File: config.mk
export PLATFORM = sky130hd
export DESIGN_NAME = hkct_ctrl
export DESIGN_NICKNAME = d
export VERILOG_FILES = /design/src/rtl/hkct_pkg.sv /design/src/rtl/hkct_ctrl.sv
export SDC_FILE = /design/constraint.sdc
export NUM_CORES = 1
export LEC_CHECK = 0
export ABC_AREA = 1
export BUFFER_PORTS_ARGS = -buffer_cell sky130_fd_sc_hd__buf_4
export CAP_MARGIN = 40
export CORE_AREA = 2 2 39 41
export DETAILED_ROUTE_END_ITERATION = 16
export DIE_AREA = 0 0 41 43
export PLACE_DENSITY_LB_ADDON = 0.12
export SLEW_MARGIN = 30
export SYNTH_ARGS = -nofsm -noshare
export SYNTH_HDL_FRONTEND = slang
export SYNTH_SLANG_ARGS = --single-unit
File: constraint.sdc
create_clock -name clock -period 3.05 [get_ports clock]
set_clock_uncertainty 0.1 [all_clocks]
set_input_delay 0.305 -clock clock [delete_from_list [all_inputs] [get_ports clock]]
set_output_delay 0.305 -clock clock [all_outputs]
set_load 0.01 [all_outputs]
File: src/rtl/hkct_pkg.sv
// hkct_pkg: shared constants, types and state codes for the hashed key count table
// no dependencies
`default_nettype none
package hkct_pkg;
   localparam int BUCKETS = 2048;
   localparam int NODES = 1024;
   localparam int KEY_BITS = 20;
   localparam int COUNT_BITS = 16;
   localparam int BKT_BITS = $clog2(BUCKETS);
   localparam int NODE_BITS = $clog2(NODES);
   localparam int FREE_BITS = NODE_BITS + 1;
   localparam int WEIGHT_BITS = KEY_BITS + COUNT_BITS;
   localparam int TOTAL_BITS = 48;
   localparam logic [COUNT_BITS-1:0] COUNT_MAX = {COUNT_BITS{1'b1}};
   localparam logic [TOTAL_BITS-1:0] TOTAL_MAX = {TOTAL_BITS{1'b1}};

   localparam logic KIND_INSERT = 1'b0;
   localparam logic KIND_LOOKUP = 1'b1;

   typedef enum logic [3:0] {
      ST_CLEAR, ST_IDLE, ST_HEAD, ST_NODE, ST_CHECK, ST_WRITE, ST_MULT, ST_ACC, ST_OUT
   } state_type;

   // controller to datapath
   typedef struct packed {
      logic clear_step;
      logic load_item;
      logic head_read;
      logic node_read;
      logic follow;
      logic upd_write;
      logic new_write;
      logic mult;
      logic acc;
      logic out_load;
      logic out_drop;
   } cmd_type;

   // datapath to controller
   typedef struct packed {
      logic clear_done;
      logic is_lookup;
      logic cur_valid;
      logic hit;
      logic store_full;
      logic out_busy;
   } sts_type;
endpackage
`default_nettype wire

File: src/rtl/hkct_ctrl.sv
// hkct_ctrl: sequencer for clear, chain walk, insert update or lookup weighting, and result delivery
// depends on hkct_pkg
`default_nettype none
module hkct_ctrl (
   input  wire logic             clock,
   input  wire logic             reset,
   input  wire logic             req_valid,
   output logic                  req_ready,
   input  hkct_pkg::sts_type     sts,
   output hkct_pkg::cmd_type     cmd
);
   hkct_pkg::state_type state_ff, state_in;

   // state register
   always_ff @(posedge clock) begin
      if (reset) state_ff <= hkct_pkg::ST_CLEAR;
      else state_ff <= state_in;
   end

   // next state
   always_comb begin
      state_in = state_ff;
      unique case (state_ff)
         hkct_pkg::ST_CLEAR: if (sts.clear_done) state_in = hkct_pkg::ST_IDLE;
         hkct_pkg::ST_IDLE: if (req_valid) state_in = hkct_pkg::ST_HEAD;
         hkct_pkg::ST_HEAD: state_in = hkct_pkg::ST_CHECK;
         hkct_pkg::ST_NODE: state_in = hkct_pkg::ST_CHECK;
         hkct_pkg::ST_CHECK: begin
            priority if (sts.cur_valid && !sts.hit) state_in = hkct_pkg::ST_NODE;
            else if (sts.is_lookup) state_in = hkct_pkg::ST_MULT;
            else state_in = hkct_pkg::ST_WRITE;
         end
         hkct_pkg::ST_WRITE: state_in = hkct_pkg::ST_OUT;
         hkct_pkg::ST_MULT: state_in = hkct_pkg::ST_ACC;
         hkct_pkg::ST_ACC: state_in = hkct_pkg::ST_OUT;
         hkct_pkg::ST_OUT: if (!sts.out_busy) state_in = hkct_pkg::ST_IDLE;
         default: state_in = hkct_pkg::ST_CLEAR;
      endcase
   end

   // outputs
   always_comb begin
      cmd = '0;
      req_ready = 1'b0;
      unique case (state_ff)
         hkct_pkg::ST_CLEAR: cmd.clear_step = 1'b1;
         hkct_pkg::ST_IDLE: begin
            req_ready = 1'b1;
            cmd.load_item = req_valid;
         end
         hkct_pkg::ST_HEAD: cmd.head_read = 1'b1;
         hkct_pkg::ST_NODE: cmd.node_read = 1'b1;
         hkct_pkg::ST_CHECK: cmd.follow = sts.cur_valid && !sts.hit;
         hkct_pkg::ST_WRITE: begin
            cmd.upd_write = sts.hit;
            cmd.new_write = !sts.hit && !sts.store_full;
            cmd.out_drop = !sts.hit && sts.store_full;
         end
         hkct_pkg::ST_MULT: cmd.mult = 1'b1;
         hkct_pkg::ST_ACC: cmd.acc = 1'b1;
         hkct_pkg::ST_OUT: cmd.out_load = !sts.out_busy;
         default: ;
      endcase
   end

   a_one_read: assert property (@(posedge clock) disable iff (reset)
      !(cmd.head_read && cmd.node_read)) else $error("two reads");
   a_ready_idle: assert property (@(posedge clock) disable iff (reset)
      req_ready |-> state_ff == hkct_pkg::ST_IDLE) else $error("ready out of idle");
   a_accept_walk: assert property (@(posedge clock) disable iff (reset)
      (req_valid && req_ready) |=> state_ff == hkct_pkg::ST_HEAD) else $error("no walk");
endmodule
`default_nettype wire

# Word level (Yosys, flattened, before mapping)
# Cells that the tools add are included.
[word_totals]
word_cells = 39
regBits = 4
in_bits = 9
[op_classes]
reduce_logical = 10
muxes = 17
eq_ne = 11
[op_table]
columns = ["operator", "n"]
rows = [
  ["$pmux W4 S7", 1],
  ["$eq A4 B3 Y1 const B", 4],
  ["$mux W4", 3],
  ["$mux W1", 10],
  ["$eq A4 B2 Y1 const B", 2],
  ["$ne A2 B2 Y1 const B", 3],
  ["$eq A4 B1 Y1 const B", 1],
  ["$eq A4 B4 Y1 const B", 1],
  ["$logic_not A4 Y1", 1],
  ["$mux W2", 2],
  ["$reduce_or A2 Y1", 2],
  ["$logic_and A1 B1 Y1", 3],
  ["$logic_not A1 Y1", 3],
  ["$mux W3", 1],
  ["$reduce_and A3 Y1", 1],
]

# Logic depth before layout (Yosys ltp)
[logic_depth]
depth_word = 4
mapped_depth = 7

# Worst setup path after synthesis
# No wires, ideal clock.
[synth_path]
path_kind = "reg2out"
start = "register state_ff[0]"
end = "output cmd[4] (netlist name)"
required_time_ps = 2645
setup_slack_ps = 1739
path_buffers = 0
path_stages_with_launch = 5
t_arrival_ps = 906
path_cell_list = "dfxtp_1 inv_2 nor2_1 nand2_1 nor3_1"
[synth_lines]
columns = ["item", "line_no", "text"]
rows = [
  ["start, declared", "hkct_ctrl.sv:12", "hkct_pkg::state_type state_ff, state_in;"],
  ["start signal, assigned", "hkct_ctrl.sv:16", "if (reset) state_ff <= hkct_pkg::ST_CLEAR;"],
  ["start signal, assigned", "hkct_ctrl.sv:17", "else state_ff <= state_in;"],
  ["end, declared", "hkct_ctrl.sv:10", "output hkct_pkg::cmd_type cmd"],
]

==> summary.txt <==
CP peak stage delay = 0.36 ns
Post-synthesis sequential area ratio = 24.3%
Clock slew seen by the registers of the worst setup and hold paths = 0.04 ns
CP Cell Sequence = inv_2 -> nor2_1 -> nand2_1 -> nor3_1 -> buf_4
Startpoint class of the critical path = flop
I/O pins = 21
Die X-Extent = 41 um
Synth async-reset ratio = 0%
Crit path from = state_ff[0]
CTS resizes = 0
Worst slew pin tran = 0.305 ns
Post-synth EDFFs = 0
Distinct cells, synth = 13
DRT antenna net count = 0
Rel. slew slack = 79.6%
Post-route setup slack = 1.41 ns
Largest net degree at the start of global routing = 6
Number of vias per cell = 4.46
Syn. warnings = 0
Vias = 450
Crit path DAT = 1.23 ns
Syn nets = 71
Beginning of the worst hold path = reset
Yosys top cell area share = 24.3%
Global-route wire length before repair = 1540 um
Place WS = 1.64 ns
Initial DRC count = 7
Synth area leaders = dfxtp_1 24%, nand2_1 16%, nor2_1 16%
Commonest cells in the netlist = 14 x nand2_1, 14 x nor2_1, 13 x inv_1, 4 x dfxtp_1, 4 x nand3_1
Mapped Cells = 62
Yosys top cell by area = dfxtp_1
Slew Limit Fails = 0
DP HPWL = 776 um
CTS H-tree depth = 1
Mapped Avg Cell Area = 5.31 um2
Pwr/cell area = 695 mW/mm2
GP Congestion = 0.764
Initial antenna violation count = 0
Total Routed Length = 942 um
R2R setup slack = 1.82 ns
Clk_lat worst skew = 0.23 ns
Starting Density = 23.8%
Status = complete, no violations
CTS max path bufs = 2
Fmax = 0.611 GHz
Grt ovf = 0
Clock sinks = 4
CTS tree = yes
Leakage = 0.296 nW
Share of layout cells above drive strength 1 = 34.1%
Ant diodes = 0
Setup_tns = 0 ns
Max-Cap Viols = 0
Final worst path period share = 53.7%
Critical path class = flop to primary output
Mapped Area = 329 um2
Hold_buf cts = 0
Floorplan row count = 14
Area growth, synth to finish = 58.6%
Total CTS buffers = 3
1st-pass router iterations = 4
CTS root buf = clkbuf_4
Endpoints failing setup = 0
Die ar. = 0.00176 mm2
R2r startpoint = state_ff[1]
Drc violations = 0
Overall Global Routing Usage = 12.8%
Total power = 0.362 mW
Top Registers = state_ff: 4 flops
RSZ-0062 raised after global routing = no
Total setup buffers inserted after CTS = 0
Vias in the first global route = 365
Top reg by flops = state_ff
Data required, critical path = 2.64 ns
Synthesized flop and latch total = 4
Routed len/inst = 9.33 um
HP Class = primary input to flop
Fin. Hold Viols = 0
Worst VDD drop = 0.258 mV
Max FFs per register = 4
Ys flop type = dfxtp_1
PortBufs = 20
Crit-path slowest cell = dfxtp_1
Crit path max fanout = 5
Crit end category = primary output
Total core area = 0.00138 mm2
Fin nets = 96
Min Tclk post-route = 1.64 ns
Die span in y = 43 um
## kinds of logic (layout without fill, tap and decap cells)
kind of cell    count (synthesis)  in the layout  share of synthesized area (%)
compound gates                  4              4                           6.46
simple gates                   40             40                           53.2
buf+inv                        14             37                           16.0
flops                           4              4                           24.3
## cell type report
type | instances | area, um2
Tap cell | 16 | 20.0
Timing Repair Buffer | 20 | 150
Clock buffer | 3 | 22.5
Multi-Input combinational cell | 44 | 196
Sequential cell | 4 | 80.1
Inverter | 14 | 52.6
Fill cell | 158 | 862
## worst paths after layout
kind	end	cells past startpoint
min	state_ff[3]	2
min reg2reg	state_ff[2]	2
max	cmd[4]	5
max reg2reg	state_ff[0]	6
## through the flow
step | hold WS [ns] | area [um2] | cells | utilization, %
6_report | 0.162 | 522 | 101 | 37.7
5_1_grt | 0.157 | 522 | 101 | 37.7
4_1_cts | 0.153 | 522 | 101 | 37.7
3_5_place_dp | 0.399 | 499 | 98 | 36.1
3_3_place_gp | 0.400 | 499 | 98 | 36.1
2_1_floorplan | 0.274 | 329 | 62 | -
## per-layer routing
metal | global-route usage, % | wire length [um] | up-vias
li1 | - | - | 231
met1 | 18.6 | 410 | 195
met2 | 17.2 | 448 | 24
met3 | 3.14 | 83 | 0
met4 | 6.00 | 0 | 0
met5 | 0 | 0 | -
## critical path: cells and delay by family (launching register included)
family	cells	cell delay [ns]
flops	1	0.36
simple gates	3	0.40
buf+inv	2	0.23
## layout by cell type (no fill, tap or decap)
cell	netlist	routed
nand2_2	1	1
nor2_1	14	14
clkbuf_4	0	3
a21oi_1	2	2
nand3_2	1	1
inv_2	1	1
nor3_1	3	3
nor2_2	3	3
dfxtp_1	4	4
nand2_1	14	14
o21ai_0	1	1
nand3_1	4	4
inv_1	13	13
a31oi_1	1	1
buf_4	0	20
## where the power goes
part	internal [mW]	total [mW]	leakage (nW)	switching (mW)
Clock	0.0439	0.0640	0.0138	0.0201
Combinational	0.0877	0.216	0.250	0.129
Sequential	0.0672	0.0822	0.0326	0.0150
Total	0.199	0.362	0.296	0.164
Power figures use the tool's default switching activity.
